## src/hw/rtl/fpscr_pkg.sv

```systemverilog
// Shared types, codes and decode helpers for the FPSCR status register unit.
package fpscr_pkg;

   localparam int WORD_W      = 32;
   localparam int QUEUE_DEPTH = 2;
   localparam int QPTR_W      = (QUEUE_DEPTH > 1) ? $clog2(QUEUE_DEPTH) : 1;
   localparam int QCNT_W      = $clog2(QUEUE_DEPTH + 1);

   // Action codes carried in the request beat.
   localparam logic [2:0] ACT_RAISE   = 3'd0;
   localparam logic [2:0] ACT_SET_FI  = 3'd1;
   localparam logic [2:0] ACT_MOVE_CR = 3'd2;
   localparam logic [2:0] ACT_READ    = 3'd3;
   localparam logic [2:0] ACT_WRITE   = 3'd4;

   // Exception codes.
   localparam logic [3:0] EXC_OX     = 4'd0;
   localparam logic [3:0] EXC_UX     = 4'd1;
   localparam logic [3:0] EXC_ZX     = 4'd2;
   localparam logic [3:0] EXC_VXSNAN = 4'd3;
   localparam logic [3:0] EXC_VXISI  = 4'd4;
   localparam logic [3:0] EXC_VXIDI  = 4'd5;
   localparam logic [3:0] EXC_VXZDZ  = 4'd6;
   localparam logic [3:0] EXC_VXIMZ  = 4'd7;
   localparam logic [3:0] EXC_VXVC   = 4'd8;
   localparam logic [3:0] EXC_VXSOFT = 4'd9;
   localparam logic [3:0] EXC_VXSQRT = 4'd10;
   localparam logic [3:0] EXC_VXCVI  = 4'd11;

   // Word bit positions (architectural bit b sits at word bit 31-b).
   localparam int BIT_FX  = 31;
   localparam int BIT_FEX = 30;
   localparam int BIT_VX  = 29;
   localparam int BIT_XX  = 25;
   localparam int BIT_FI  = 17;
   localparam int SUMMARY_LO = 25;
   localparam int ENABLE_LO  = 3;
   localparam int SUMMARY_W  = 5;
   localparam logic [WORD_W-1:0] INVALID_MASK = 32'h01F8_0700;

   typedef struct packed {
      logic [2:0] action;
      logic [3:0] exception_code;
      logic       fi_value;
      logic [2:0] field_index;
      logic [3:0] field_data;
   } req_payload_type;

   typedef struct packed {
      logic [3:0]        field_value;
      logic [WORD_W-1:0] fpscr_value;
      logic              enabled_exception;
      logic              fex_changed;
   } rsp_payload_type;

   // One classified update: new = (old & ~clr_mask) | set_mask.
   typedef struct packed {
      logic [WORD_W-1:0] set_mask;
      logic [WORD_W-1:0] clr_mask;
      logic              read_en;
      logic [2:0]        field_index;
   } op_type;

   // Word bit that an exception code raises; zero when the code is unknown.
   function automatic logic [WORD_W-1:0] exc_mask(input logic [3:0] code);
      logic [WORD_W-1:0] m;
      m = '0;
      case (code)
         EXC_OX:     m[28] = 1'b1;
         EXC_UX:     m[27] = 1'b1;
         EXC_ZX:     m[26] = 1'b1;
         EXC_VXSNAN: m[24] = 1'b1;
         EXC_VXISI:  m[23] = 1'b1;
         EXC_VXIDI:  m[22] = 1'b1;
         EXC_VXZDZ:  m[21] = 1'b1;
         EXC_VXIMZ:  m[20] = 1'b1;
         EXC_VXVC:   m[19] = 1'b1;
         EXC_VXSOFT: m[10] = 1'b1;
         EXC_VXSQRT: m[9]  = 1'b1;
         EXC_VXCVI:  m[8]  = 1'b1;
         default:    m = '0;
      endcase
      return m;
   endfunction

   // Exception bits of each nibble that a move to CR clears.
   function automatic logic [3:0] clear_bits(input logic [2:0] field);
      logic [3:0] c;
      case (field)
         3'd0:    c = 4'h9;
         3'd1:    c = 4'hf;
         3'd2:    c = 4'hf;
         3'd3:    c = 4'h8;
         3'd5:    c = 4'h7;
         default: c = 4'h0;
      endcase
      return c;
   endfunction

   // Word bit offset of a nibble; field 0 is the most significant.
   function automatic logic [4:0] nibble_lo(input logic [2:0] field);
      return {3'd7 - field, 2'b00};
   endfunction

endpackage

```

## src/hw/rtl/fpscr_exception_status_register_unit.sv

```systemverilog
// Top level of the FPSCR exception status register unit.
//
// This unit holds a 32-bit PowerPC-style floating-point status and control
// register, cleared by reset, and applies one action per request beat:
// raise a sticky exception, set or clear FI, move a field to the condition
// register (returning it and clearing its exception bits), read a field, or
// write a field. After every action VX and FEX are recomputed, and each
// response beat carries the field read, the whole register, FEX and a flag
// telling whether FEX changed. The unit sustains one beat per cycle while
// responses are taken: a request is classified into set and clear masks as
// it is accepted and waits in a two-entry queue; whenever the response
// register is empty or being taken, the back end applies the head entry to
// the register and loads the response register. The single register update
// in the back end is what bounds the rate. Requests are accepted while the
// queue has room; a stalled response only backs up into the queue.
module fpscr_exception_status_register_unit (
   input  logic                       clock,
   input  logic                       reset,
   input  logic                       req_valid,
   output logic                       req_ready,
   input  fpscr_pkg::req_payload_type req_payload,
   output logic                       rsp_valid,
   input  logic                       rsp_ready,
   output fpscr_pkg::rsp_payload_type rsp_payload
);
   import fpscr_pkg::*;

   op_type front_op;
   op_type queue_op;
   logic   queue_full;
   logic   queue_valid;
   logic   queue_pop;

   // Classify the incoming beat.
   fpscr_front u_front (
      .req_payload (req_payload),
      .op          (front_op)
   );

   assign req_ready = !queue_full;

   // Decouples request acceptance from response back-pressure.
   fpscr_queue u_queue (
      .clock     (clock),
      .reset     (reset),
      .push      (req_valid && req_ready),
      .push_op   (front_op),
      .full      (queue_full),
      .not_empty (queue_valid),
      .pop       (queue_pop),
      .pop_op    (queue_op)
   );

   // Register update and response register.
   fpscr_back u_back (
      .clock       (clock),
      .reset       (reset),
      .op_valid    (queue_valid),
      .op          (queue_op),
      .op_take     (queue_pop),
      .rsp_valid   (rsp_valid),
      .rsp_ready   (rsp_ready),
      .rsp_payload (rsp_payload)
   );

endmodule

```

## src/hw/rtl/fpscr_front.sv

```systemverilog
// Front end: takes request beats and classifies them into set and clear masks.
module fpscr_front (
   input  fpscr_pkg::req_payload_type req_payload,
   output fpscr_pkg::op_type          op
);
   import fpscr_pkg::*;

   logic [WORD_W-1:0] nib_mask;
   logic [WORD_W-1:0] raise_mask;
   logic [4:0]        lo;

   always_comb begin
      lo         = nibble_lo(req_payload.field_index);
      nib_mask   = {{(WORD_W-4){1'b0}}, 4'hf} << lo;
      raise_mask = exc_mask(req_payload.exception_code);

      op.set_mask    = '0;
      op.clr_mask    = '0;
      op.read_en     = 1'b0;
      op.field_index = req_payload.field_index;

      case (req_payload.action)
         ACT_RAISE: begin
            if (raise_mask != '0) begin
               op.set_mask         = raise_mask;
               op.set_mask[BIT_FX] = 1'b1;
               // Invalid-operation classes also raise the VX summary.
               if (req_payload.exception_code >= EXC_VXSNAN) begin
                  op.set_mask[BIT_VX] = 1'b1;
               end
            end
         end
         ACT_SET_FI: begin
            if (req_payload.fi_value) begin
               op.set_mask[BIT_FI] = 1'b1;
               op.set_mask[BIT_XX] = 1'b1;
               op.set_mask[BIT_FX] = 1'b1;
            end else begin
               op.clr_mask[BIT_FI] = 1'b1;
            end
         end
         ACT_MOVE_CR: begin
            op.read_en  = 1'b1;
            op.clr_mask = {{(WORD_W-4){1'b0}}, clear_bits(req_payload.field_index)} << lo;
         end
         ACT_READ: begin
            op.read_en = 1'b1;
         end
         ACT_WRITE: begin
            op.clr_mask = nib_mask;
            op.set_mask = {{(WORD_W-4){1'b0}}, req_payload.field_data} << lo;
         end
         default: begin
            op.set_mask = '0;
         end
      endcase
   end

endmodule

```

## src/hw/rtl/fpscr_queue.sv

```systemverilog
// Short first-in first-out queue of classified operations between front and back.
module fpscr_queue (
   input  logic               clock,
   input  logic               reset,
   input  logic               push,
   input  fpscr_pkg::op_type  push_op,
   output logic               full,
   output logic               not_empty,
   input  logic               pop,
   output fpscr_pkg::op_type  pop_op
);
   import fpscr_pkg::*;

   op_type              entry_ff [QUEUE_DEPTH];
   logic [QPTR_W-1:0]   wr_ptr_ff, wr_ptr_in;
   logic [QPTR_W-1:0]   rd_ptr_ff, rd_ptr_in;
   logic [QCNT_W-1:0]   count_ff, count_in;

   localparam logic [QPTR_W-1:0] LAST_PTR = QPTR_W'(QUEUE_DEPTH - 1);
   localparam logic [QCNT_W-1:0] DEPTH_CNT = QCNT_W'(QUEUE_DEPTH);

   assign full      = (count_ff == DEPTH_CNT);
   assign not_empty = (count_ff != '0);
   assign pop_op    = entry_ff[rd_ptr_ff];

   always_comb begin
      wr_ptr_in = wr_ptr_ff;
      rd_ptr_in = rd_ptr_ff;
      count_in  = count_ff;
      if (push) begin
         wr_ptr_in = (wr_ptr_ff == LAST_PTR) ? '0 : wr_ptr_ff + 1'b1;
      end
      if (pop) begin
         rd_ptr_in = (rd_ptr_ff == LAST_PTR) ? '0 : rd_ptr_ff + 1'b1;
      end
      if (push && !pop) begin
         count_in = count_ff + 1'b1;
      end else if (pop && !push) begin
         count_in = count_ff - 1'b1;
      end
   end

   always_ff @(posedge clock) begin
      if (reset) begin
         wr_ptr_ff <= '0;
         rd_ptr_ff <= '0;
         count_ff  <= '0;
      end else begin
         wr_ptr_ff <= wr_ptr_in;
         rd_ptr_ff <= rd_ptr_in;
         count_ff  <= count_in;
      end
   end

   always_ff @(posedge clock) begin
      if (push) begin
         entry_ff[wr_ptr_ff] <= push_op;
      end
   end

endmodule

```

## src/hw/rtl/fpscr_back.sv

```systemverilog
// Back end: applies operations to the status word and holds the response beat.
module fpscr_back (
   input  logic                       clock,
   input  logic                       reset,
   input  logic                       op_valid,
   input  fpscr_pkg::op_type          op,
   output logic                       op_take,
   output logic                       rsp_valid,
   input  logic                       rsp_ready,
   output fpscr_pkg::rsp_payload_type rsp_payload
);
   import fpscr_pkg::*;

   logic [WORD_W-1:0] status_ff, status_in;
   logic              rsp_valid_ff, rsp_valid_in;
   rsp_payload_type   rsp_payload_ff, rsp_payload_in;
   logic [WORD_W-1:0] w;
   logic [3:0]        prior_nibble;

   assign op_take     = op_valid && (!rsp_valid_ff || rsp_ready);
   assign rsp_valid   = rsp_valid_ff;
   assign rsp_payload = rsp_payload_ff;

   always_comb begin
      prior_nibble = status_ff[nibble_lo(op.field_index) +: 4];
      w            = (status_ff & ~op.clr_mask) | op.set_mask;
      // The VX and FEX summary bits are recomputed after every update.
      w[BIT_VX]  = |(w & INVALID_MASK);
      w[BIT_FEX] = |(w[SUMMARY_LO +: SUMMARY_W] & w[ENABLE_LO +: SUMMARY_W]);

      status_in      = op_take ? w : status_ff;
      rsp_valid_in   = op_take || (rsp_valid_ff && !rsp_ready);
      rsp_payload_in = rsp_payload_ff;
      if (op_take) begin
         rsp_payload_in.field_value       = op.read_en ? prior_nibble : 4'h0;
         rsp_payload_in.fpscr_value       = w;
         rsp_payload_in.enabled_exception = w[BIT_FEX];
         rsp_payload_in.fex_changed       = w[BIT_FEX] ^ status_ff[BIT_FEX];
      end
   end

   always_ff @(posedge clock) begin
      if (reset) begin
         status_ff    <= '0;
         rsp_valid_ff <= 1'b0;
      end else begin
         status_ff    <= status_in;
         rsp_valid_ff <= rsp_valid_in;
      end
   end

   always_ff @(posedge clock) begin
      rsp_payload_ff <= rsp_payload_in;
   end

endmodule

```

## config.mk

```make
export PLATFORM = sky130hd
export DESIGN_NAME = fpscr_exception_status_register_unit
export DESIGN_NICKNAME = d
export VERILOG_FILES = /design/src/hw/rtl/fpscr_pkg.sv /design/src/hw/rtl/fpscr_exception_status_register_unit.sv /design/src/hw/rtl/fpscr_front.sv /design/src/hw/rtl/fpscr_queue.sv /design/src/hw/rtl/fpscr_back.sv
export SDC_FILE = /design/constraint.sdc
export NUM_CORES = 1
export LEC_CHECK = 0
export BUFFER_PORTS_ARGS = -buffer_cell sky130_fd_sc_hd__buf_2
export CAP_MARGIN = 20
export CORE_MARGIN = 2
export CORE_UTILIZATION = 52
export DETAILED_ROUTE_END_ITERATION = 8
export PLACE_DENSITY = 0.71
export RECOVER_POWER = 25
export SYNTH_ARGS = -nofsm -noshare
export SYNTH_HDL_FRONTEND = slang
export SYNTH_SLANG_ARGS = --single-unit
export TNS_END_PERCENT = 30
```

## constraint.sdc

```tcl
create_clock -name clock -period 3.68 [get_ports clock]
set_input_delay 0.184 -clock clock [delete_from_list [all_inputs] [get_ports clock]]
set_output_delay 0.184 -clock clock [all_outputs]
set_load 0.01 [all_outputs]
```

After elaboration in Yosys (flattened, before gate mapping) --
Memory sizes are Yosys's and may differ from the RTL's. A register that Yosys moved wholly into a read port is not among the register bits. Index checks and enable logic that the tools add are counted. Widths: inputs -> output; s select.
Word-level totals: register bits after elaboration 75, RAM bits 136, output and inout bits 40, memories 1
Memories:
- u_queue.entry_ff | words 2, bits a word 68, rd ports 1, clocked after memory_dff 1, wr ports 1, line fpscr_queue.sv:14 | op_type entry_ff [QUEUE_DEPTH];
Cells by class: add/sub/neg operators 6, $lt $le $gt $ge 1, equal/unequal tests 20, shifts and indexed selects 4, mux-type cells 36, bitwise logic cells 5, reductions and logical operators 22
Operators with widths (count):
- $pmux 17 s2 | 2
- $shl 4x5->32 | 2
- $and 32x32->32 | 1
- $mux 32 | 1
- $not 32->32 | 1
- $or 32x32->32 | 1
- $reduce_bool 32->1 | 1
- $shiftx 32x6->4 | 1
- $shl 4x5->32 const A | 1
- $pmux 14 s2 | 1
- $mux 1 | 22
- $eq 4x3->1 const B | 4
- $eq 4x4->1 const B | 4
- $pmux 4 s4 | 1
- $pmux 7 s2 | 1
- $eq 3x2->1 const B | 4
- $pmux 1 s3 | 4
- $pmux 5 s2 | 1
- $reduce_or 9->1 | 1
- $eq 4x2->1 const B | 2
- $eq 3x1->1 const B | 2
- $eq 3x3->1 const B | 2
- $logic_not 3->1 | 2
- $sub 3x3->3 const A | 2
- other kinds (17) | 30

Longest topological paths before layout --
Gate-level depths: netlist of run 1.
depth after elaboration 7, gate-level depth with buffers 9

By module --
From an unflattened synthesis of run 1, not the netlist that was laid out.
Second synthesis, totals: cell total of the unflattened synthesis 601, area, all modules 8853.5 µm²
By module, submodules not included:
- fpscr_queue | instances 1, cells an instance 234, area each 5205.0 µm²
- fpscr_back | instances 1, cells an instance 252, area each 2997.9 µm²
- fpscr_front | instances 1, cells an instance 113, area each 640.6 µm²
- fpscr_exception_status_register_unit | instances 1, cells an instance 2, area each 10.0 µm²

Least setup slack after synthesis of run 1 --
No wires, ideal clock.
kind register to register, from reg u_queue.count_ff[0], to mem u_queue.entry_ff[0][0] (netlist bit), enable pin, data arrival time 3.008 ns, required time 3.212 ns, setup slack 0.204 ns, stages on the path, launching flop included 4, path buffers 0, period minus slack after synthesis 3.476 ns, cell sequence dfxtp_1 nand2b_1 nand2_1 nor2_1
Between the ends: cells in the longest elaborated chain, start to end 5
RTL lines:
- start: declaration | line fpscr_queue.sv:17 | logic [QCNT_W-1:0] count_ff, count_in;
- start signal: assignment | line fpscr_queue.sv:51 | count_ff <= count_in;
- $eq 2x2->1 | line fpscr_queue.sv:22 | assign full = (count_ff == DEPTH_CNT);
- $logic_not 1->1 | line fpscr_exception_status_register_unit.sv:40 | assign req_ready = !queue_full;
- via req_ready | line fpscr_exception_status_register_unit.sv:20 | output logic req_ready,
- $logic_and 1x1->1 | line fpscr_exception_status_register_unit.sv:46 | .push (req_valid && req_ready),
- $mux 1 | line fpscr_queue.sv:56 | if (push) begin
- $mux 1 (implied by the code) | line fpscr_queue.sv:57 | entry_ff[wr_ptr_ff] <= push_op;
- end: declaration | line fpscr_queue.sv:14
The timed path passes the listed nets, and every way through them passes these cells.

==> flow_summary.yaml, run 1 <==
synth:
  synth_fp_nets: 565
  yosys_register_bits: 185
  syn_area_mm2: 0.00746
  syn_inst: 545
  avgSynthCellArea_um2: 13.7
  yosysWarningCount: 0
  async_flop_share: 0
  synth-edff-count: 147
  synth_ff_type: "edfxtp_1"
  synth.distinct_cells: 45
  synth_seq_area_share: 0.694
sta:
  min_period_ns: 2.71
  worst_slew_pin_slew_ns: 1.10
  drv_slew: 0
  tns_ns: 0
  fmax_mhz: 369
  setup_viol: 0
  fin_crit_sh: 0.737
  maxSlewHeadroom: 0.257
  rsz0062_at_grt: "false"
  hold_viol: 0
  fin_skew_ns: 0.00915
power:
  p_comb_frac: 0.278
  total_power_mw: 7.28
  peakVddDrop_v: 0.000389
  p_switching_mw: 2.45
  clock_power_share: 0.251
  sw_frac_of_total: 0.337
  p_leak_nw: 2.95
  powerDensity_mw_per_mm2: 857
  intPower_mw: 4.83
  p_seq_frac: 0.471
critical_path:
  worst-path-buf-inv: 0
  cpPeakStageDelay_ns: 0.88
  cp.required_ns: 3.83
  crit_family: "multiplexers"
  rr_endpoint: "u_back.rsp_payload[35]$_SDFFCE_PN0P_"
  rr_worst_depth: 4
  path_cells: "mux2i_2 > mux4_2 > mux2i_1 > nor2_1"
  crit_arrival_ns: 2.86
  critPathCaptureType: "register"
  critPathCapture: "u_back.rsp_payload[35]$_SDFFCE_PN0P_"
  path_depth: 4
  crit_path_start_kind: "register"
  r2r_slack_ns: 0.97
  crit_fanout: 70
  crit_type: "register to register"
  cp_slowest_cell: "dfxtp_4"
layout:
  layout_common_cells: "edfxtp_1, nor2_1, clkbuf_1, dfxtp_1, nor2b_1"
  final.fill_count: 1052
  multi_input_area_mm2: 0.00209
  final_common_cell: "edfxtp_1"
  syn_to_final_growth_pct: 13.9
  nets: 625
  n_antenna_cell: 0
  layout-drive-gt1-share: 0.121
  regArea_mm2: 0.00518
detailed_routing:
  drc: 0
  via_count: 4647
  drt_wl_total_mm: 15.8
  drtIter0Drc: 468
  vias_per_cell: 5.82
  wl_per_cell_um: 19.8
  ant_nets: 0
  first_pass_iters: 6
clock_network:
  cts_hold_buf: 0
  tritoncts: "built"
  clk_pin_slew_ns: 0.07
  root_buffer: "clkbuf_16"
  cts_sinks: 185
  clkLatencyLatePin_ns: 0.42
  postCtsSetupBuffers: 0
  cts_resized: 0
  htree_levels: 4
  cts_buffers: 17
  cts_buffer_depth: 2
global_route:
  grt_pass1_vias: 4433
  grt-ovfl-total: 0
  grt_antenna_before_repair: 1
  grt_pass1_wl_mm: 24.5
  grt_max_degree: 71
  grt_use_total: 0.220
outcome:
  status: "finished, final reports clean"
floorplanning:
  ios: 59
  die_w_um: 124
  dieArea_mm2: 0.0153
  initial_core_util: 0.535
  rows: 43
  core_area_mm2: 0.0139
  die_h_um: 124
placed_design:
  portBuffers: 58
  gp_congestion: 0.812
  dp_hpwl_mm: 10.4
min_path:
  hp-class: "primary input to register"
job:
  maxCapViolCount: 0
-- cell families after synthesis --
group,count (synthesis),synth area share
compound gates,78,0.0827
xor+xnor,4,0.00470
fa+ha+maj,1,0.00168
buf+inv,45,0.0265
flops,185,0.694
mux,37,0.0636
simple gates,195,0.127
-- metrics by stage --
step | setup slack, ns | util | std cells | cell area [um^2] | hold WS [ns]
2_1_floorplan | 0.204 | - | 545 | 7460 | 0.283
6_report | 0.968 | 0.610 | 798 | 8500 | 0.0659
5_1_grt | 0.796 | 0.610 | 798 | 8500 | 0.0602
4_1_cts | 0.932 | 0.614 | 798 | 8550 | 0.0533
3_5_place_dp | 0.941 | 0.570 | 766 | 7950 | 0.489
3_3_place_gp | 1.03 | 0.570 | 766 | 7950 | 0.477
-- worst min-delay path by stage --
stage	to	cells past startpoint	start
floorplan	u_queue.entry_ff[0][0]$_DFFE_PP_	0	req_payload[4]
finish	u_back.rsp_valid$_SDFF_PP0_	3	rsp_ready
global route	u_back.rsp_valid$_SDFF_PP0_	3	rsp_ready
detailed placement	u_back.status_ff[22]$_SDFFE_PP0P_	2	u_back.status_ff[22]$_SDFFE_PP0P_
global placement	u_back.rsp_valid$_SDFF_PP0_	3	rsp_ready
CTS	u_back.rsp_valid$_SDFF_PP0_	3	rsp_ready
-- Yosys cell counts, types with 5 or more instances --
| library cell | n | share of area |
|---|---|---|
| edfxtp_1 | 147 | 0.59 |
| nor2_1 | 78 | 0.039 |
| dfxtp_1 | 38 | 0.10 |
| nor2b_1 | 34 | 0.029 |
| mux2i_1 | 28 | 0.038 |
| nor3_1 | 27 | 0.018 |
| nand2_1 | 19 | 0.0096 |
| a221o_1 | 18 | 0.024 |
| clkbuf_1 | 17 | 0.0086 |
| inv_1 | 17 | 0.0086 |
| and2_1 | 15 | 0.013 |
| a211oi_1 | 13 | 0.013 |
| a21oi_1 | 13 | 0.0087 |
| a221oi_1 | 12 | 0.014 |
| mux4_2 | 8 | 0.024 |
| nand3_1 | 6 | 0.0040 |
| buf_2 | 5 | 0.0034 |
-- state kept, by name, summed over array words and instances, names as in the netlist, named ones only --
register,flops
u_queue.entry_ff,110
u_back.rsp_payload,37
u_back.status_ff,32
u_queue.count_ff,2
u_back.rsp_valid,1
u_queue.rd_ptr_ff,1
u_queue.wr_ptr_ff,1
-- power by group through the flow --
| stage | registers (mW) | clock network, mW | logic, mW |
|---|---|---|---|
| after floorplan | 3.34 | 0 | 1.45 |
| after global placement | 3.44 | 0 | 2.01 |
| after detailed placement | 3.46 | 0 | 2.07 |
| after CTS | 3.42 | 1.85 | 2.08 |
| after global routing | 3.49 | 1.94 | 2.25 |
| final | 3.43 | 1.83 | 2.02 |
-- tightest hold or removal path, delay by kind of cell --
kind	cells	cell delay [ns]
AND/OR/NAND/NOR	1	0.11
buffers and inverters	1	0.07
AO/OA/AOI/OAI	1	0.07
-- cell type report --
class                           instances  area share
Sequential cell                       185       0.609
Multi-Input combinational cell        315       0.246
Clock buffer                           17      0.0501
Timing Repair Buffer                   69      0.0390
Tap cell                              180      0.0265
Clock inverter                         15      0.0211
Inverter                               17     0.00751
-- metal layers --
layer  GRT usage  share of wire
met5           0              0
met3      0.0453          0.068
met4      0.0753          0.017
met1       0.295           0.42
met2       0.362           0.49
Note: power is estimated with default switching activity, not from simulation.
==> run 2, diff against run 1 <==
--- a/config.mk
+++ b/config.mk
@@ -10,7 +10,7 @@
 export CORE_MARGIN = 2
 export CORE_UTILIZATION = 52
 export DETAILED_ROUTE_END_ITERATION = 8
-export PLACE_DENSITY = 0.71
+export PLACE_DENSITY = 0.73
 export RECOVER_POWER = 25
 export SYNTH_ARGS = -nofsm -noshare
 export SYNTH_HDL_FRONTEND = slang
==> constraint.sdc (replaced) <==
create_clock -name clock -period 2.35 [get_ports clock]
set_input_delay 0.1175 -clock clock [delete_from_list [all_inputs] [get_ports clock]]
set_output_delay 0.1175 -clock clock [all_outputs]
set_load 0.01 [all_outputs]
==> run 2 against run 1 <==
Sequential share of layout area decreased by 1.2 points. Fmax increased by 25%. Cell count increased by 2.4%. Wire length increased by 3.2%. Total power increased by 60%. Cell area increased by 1.9%. Setup slack got worse by 0.79 ns. Sequential power increased by 53%. Non-clock buffer count increased by 19. Flip-flop and latch count unchanged. Critical path depth increased by 1. Combinational power increased by 78%. Critical endpoint is now u_back.rsp_payload[0]$_DFFE_PP_.
==> flow_summary.yaml, run 2 (synthesized netlist as in run 1, its figures left out) <==
outcome:
  status: "finished, final reports clean"
layout:
  post-route-util: 0.622
  syn_to_final_growth_pct: 16.1
  largest_register_ffs: 110
  n_antenna_cell: 0
  final.fill_count: 1049
  layout-drive-gt1-share: 0.146
  largest_register: "u_queue.entry_ff"
  layout_common_cells: "edfxtp_1, nor2_1, clkbuf_1, dfxtp_1, nor2b_1"
  stdcell_area_mm2: 0.00866
  multi_input_area_mm2: 0.00210
  regArea_mm2: 0.00518
  nets: 644
  finalNonFillerCells: 817
  final_common_cell: "edfxtp_1"
global_route:
  grt_pass1_wl_mm: 24.8
  grt.met1_usage: 0.297
  grt_use_total: 0.225
  grt_pass1_vias: 4499
  grt-ovfl-total: 0
  grt_antenna_before_repair: 0
  met3_usage: 0.0568
  grtUsageMet2: 0.364
  grt_max_degree: 56
  grt_busiest_layer: "met2"
sta:
  maxSlewHeadroom: 0.207
  fmax_mhz: 460
  fin_crit_sh: 0.925
  tns_ns: 0
  drv_slew: 0
  layout_setup_ws_ns: 0.176
  fin_skew_ns: 0.00770
  setup_viol: 0
  min_period_ns: 2.17
  rsz0062_at_grt: "false"
  hold_viol: 0
  worst_slew_pin_slew_ns: 1.18
placed_design:
  portBuffers: 58
  dp_cells: 783
  placed_area_mm2: 0.00810
  dp_hpwl_mm: 11.1
  dp_slack_ns: 0.0913
  gp_congestion: 0.881
floorplanning:
  die_h_um: 124
  rows: 43
  core_area_mm2: 0.0139
  ios: 59
  initial_core_util: 0.535
  dieArea_mm2: 0.0153
  die_w_um: 124
min_path:
  holdPathStages: 2
  hp-start: "req_payload[13]"
  hp-class: "primary input to register"
  min_to: "u_queue.entry_ff[1][53]$_DFFE_PP_"
clock_network:
  cts_buffer_depth: 2
  root_buffer: "clkbuf_16"
  cts_buffers: 17
  clk_pin_slew_ns: 0.07
  tritoncts: "built"
  clkLatencyLatePin_ns: 0.44
  htree_levels: 4
  cts_sinks: 185
job:
  maxCapViolCount: 0
critical_path:
  rr_worst_depth: 5
  crit_fanout: 16
  cp.required_ns: 2.53
  critPathCaptureType: "register"
  rr_endpoint: "u_back.rsp_payload[0]$_DFFE_PP_"
  r2r_slack_ns: 0.18
  crit_type: "register to register"
  crit_arrival_ns: 2.35
  crit_path_start_kind: "register"
detailed_routing:
  first_pass_iters: 5
  vias_per_cell: 5.82
  wl_per_cell_um: 20.0
  drc: 0
  drt_wl_total_mm: 16.3
  drtIter0Drc: 574
  ant_nets: 0
  via_count: 4757
power:
  p_leak_nw: 3.04
  powerDensity_mw_per_mm2: 1350
  peakVddDrop_v: 0.000654
==> run 2: changes by cell type in the layout (fill, tap and decap cells not counted), sizes merged <==
cell and change:
clkinvlp +1, clkbuf +2, inv -5, dlygate4sd3 +1
buf +18, clkinv +2
==> run 2: timing repair <==
| action | in CTS | in global routing |
|---|---|---|
| endpoints found under the hold margin | 1 | 0 |
| hold buffers | 1 | 0 |
| buffers inserted | 0 | 1 |
| endpoints found under the setup margin | 0 | 1 |
| gates resized for setup | 0 | 1 |
==> run 2: worst max-delay path, cell delays in order (launching register included) <==
cell and delay, ns:
dfxtp_4 0.50, mux2i_1 0.15, a221o_1 0.34, or4_4 0.57
o21ai_1 0.25, a211oi_2 0.11
==> run 2: how the worst max path moves through the flow <==
stage	start	end	slack, ns
2_1_floorplan	u_back.rsp_valid$_SDFF_PP0_	u_back.rsp_payload[0]$_DFFE_PP_	-0.19
3_3_place_gp	register	u_back.rsp_payload[0]$_DFFE_PP_	0.18
3_5_place_dp	register	u_back.rsp_payload[0]$_DFFE_PP_	0.09
4_1_cts	register	u_back.rsp_payload[0]$_DFFE_PP_	0.08
5_1_grt	register	u_back.rsp_payload[0]$_DFFE_PP_	0.1
6_report	register	u_back.rsp_payload[0]$_DFFE_PP_	0.18
==> run 2: through the flow <==
| step | hold WS (ns) | power (mW) |
|---|---|---|
| floorplan | 0.216 | 7.49 |
| global placement | 0.408 | 8.77 |
| detailed placement | 0.434 | 8.93 |
| CTS | 0.0174 | 11.7 |
| global route | 0.0808 | 12.2 |
| finish | 0.0750 | 11.7 |
==> run 2: where the power goes <==
| part | switching [mW] | internal, mW |
|---|---|---|
| clock | 1.21 | 1.60 |
| sequential | 0.578 | 4.68 |
| combinational | 2.11 | 1.48 |
| total | 3.89 | 7.77 |
==> run 2: metal layers <==
| metal | wire, um | vias up |
|---|---|---|
| met1 | 6850 | 2320 |
| met3 | 1210 | 27 |
| met2 | 8000 | 202 |
| met5 | 0 | - |
| li1 | - | 2208 |
| met4 | 271 | 0 |
==> run 2: area by class of cell <==
cell class                      instances  area share
Clock buffer                           19      0.0511
Clock inverter                         13      0.0168
Inverter                               17     0.00737
Multi-Input combinational cell        315       0.243
Sequential cell                       185       0.598
Tap cell                              180      0.0260
Timing Repair Buffer                   88      0.0584
==> run 3, diff against run 2 <==
--- a/config.mk
+++ b/config.mk
@@ -10,7 +10,7 @@
 export CORE_MARGIN = 2
 export CORE_UTILIZATION = 52
 export DETAILED_ROUTE_END_ITERATION = 8
-export PLACE_DENSITY = 0.73
+export PLACE_DENSITY = 0.71
 export RECOVER_POWER = 25
 export SYNTH_ARGS = -nofsm -noshare
 export SYNTH_HDL_FRONTEND = slang
==> constraint.sdc (replaced) <==
create_clock -name clock -period 2.3 [get_ports clock]
set_input_delay 0.115 -clock clock [delete_from_list [all_inputs] [get_ports clock]]
set_output_delay 0.115 -clock clock [all_outputs]
set_load 0.01 [all_outputs]
==> run 3 against run 2 <==
Clock skew is 0.0011 ns lower. Sequential share of layout area shrank 0.55 points. Critical path type unchanged. Critical path depth grew 1. Combinational power hardly changed. Cell area is 0.88% higher. Worst hold slack improved by 0.0088 ns. Setup slack got worse by 0.058 ns. Cell count down 0.73%. Utilization increased by 0.55 points. First-iteration DRC count fell by 23%. Die area unchanged.
==> flow_summary.yaml, run 3 (synthesized netlist as in run 1, its figures left out) <==
floorplanning:
  die_w_um: 124
  ios: 59
  dieArea_mm2: 0.0153
  core_area_mm2: 0.0139
  rows: 43
  die_h_um: 124
  initial_core_util: 0.535
sta:
  tns_ns: 0
  fmax_mhz: 458
  worst_slew_pin_slew_ns: 1.11
  rsz0062_at_grt: "false"
  fin_skew_ns: 0.00660
  drv_slew: 0
  setup_viol: 0
  hold_viol: 0
  min_period_ns: 2.18
  fin_crit_sh: 0.949
  maxSlewHeadroom: 0.251
power:
  powerDensity_mw_per_mm2: 1400
  total_power_mw: 12.3
  peakVddDrop_v: 0.000681
  p_leak_nw: 3.08
global_route:
  grt_use_total: 0.224
  grt_pass1_wl_mm: 24.9
  grt_antenna_before_repair: 0
  grt-ovfl-total: 0
  grt_max_degree: 85
  grt_pass1_vias: 4502
layout:
  layout_common_cells: "edfxtp_1, nor2_1, clkbuf_1, dfxtp_1, nor2b_1"
  final.fill_count: 1045
  nets: 638
  layout-drive-gt1-share: 0.146
  syn_to_final_growth_pct: 17.2
  largest_register: "u_queue.entry_ff"
  n_antenna_cell: 0
  final_common_cell: "edfxtp_1"
  post-route-util: 0.627
  finalNonFillerCells: 811
  largest_register_ffs: 110
placed_design:
  gp_congestion: 0.892
  portBuffers: 58
  dp_cells: 778
  dp_hpwl_mm: 10.9
detailed_routing:
  vias_per_cell: 5.85
  ant_nets: 0
  first_pass_iters: 5
  drt_wl_total_mm: 16.1
  via_count: 4747
  wl_per_cell_um: 19.9
  drtIter0Drc: 444
  drc: 0
job:
  maxCapViolCount: 0
critical_path:
  cpPeakStageDelay_ns: 0.51
  crit_family: "compound AO/OA/AOI/OAI gates"
  path_depth: 6
  cp_slowest_cell: "or4_4"
  crit_arrival_ns: 2.35
  crit_type: "register to register"
  path_cells: "buf_4 > nor2b_1 > a221o_1 > or4_4 > o21ai_1 > a211oi_2"
  crit_fanout: 11
  crit_path_start_kind: "register"
  rr_worst_depth: 6
  critPathCaptureType: "register"
  r2r_slack_ns: 0.12
  worst-path-buf-inv: 1
  cp.required_ns: 2.47
min_path:
  hp-class: "primary input to register"
  holdPathStages: 2
clock_network:
  cts_sinks: 185
  postCtsSetupBuffers: 0
  cts_buffer_depth: 2
  clk_pin_slew_ns: 0.06
  clkLatencyLatePin_ns: 0.43
  cts_buffers: 17
  root_buffer: "clkbuf_16"
  htree_levels: 4
  tritoncts: "built"
outcome:
  status: "finished, final reports clean"
[run 3: routing by layer]
metal | global-route usage | vias to the layer above | routed length, um
li1 | - | 2193 | -
met1 | 0.303 | 2307 | 6850
met2 | 0.364 | 213 | 7870
met3 | 0.0508 | 34 | 1060
met4 | 0.0724 | 0 | 342
met5 | 0 | - | 0
[run 3: what timing repair did]
item	CTS	global route
gates resized for setup	0	4
hold buffers	1	0
endpoints found under the hold margin	1	0
setup endpoints to repair	0	1
[run 3: path summary, 6_finish.rpt]
| kind | endpoint | start |
|---|---|---|
| hold / removal | u_queue.entry_ff[1][53]$_DFFE_PP_ | req_payload[13] |
| setup / recovery | u_back.rsp_payload[0]$_DFFE_PP_ | register |
| hold reg to reg | u_back.rsp_valid$_SDFF_PP0_ | u_back.rsp_valid$_SDFF_PP0_ |
| setup reg to reg | u_back.rsp_payload[0]$_DFFE_PP_ | register |
[run 3: power by group]
group	internal [mW]	switching, mW
clock network	2.08	1.22
logic	1.47	2.14
registers	4.78	0.563
[run 3: layout make-up]
class                      instances  area (um^2)  area share
inverter                          17         63.8     0.00730
sequential                       185         5180       0.592
clock buffer                      19          443      0.0507
multi-input combinational        315         2120       0.243
clock inverter                    13          239      0.0273
timing repair buffer              82          472      0.0540
tap                              180          225      0.0258
[run 3: stage by stage]
step	area, um^2	worst slack (ns)	hold WS (ns)
floorplan	7470	-0.238	0.214
global placement	8070	0.136	0.411
detailed placement	8070	0.0924	0.413
CTS	8760	0.0788	0.0343
global route	8740	0.00564	0.0866
finish	8740	0.118	0.0838
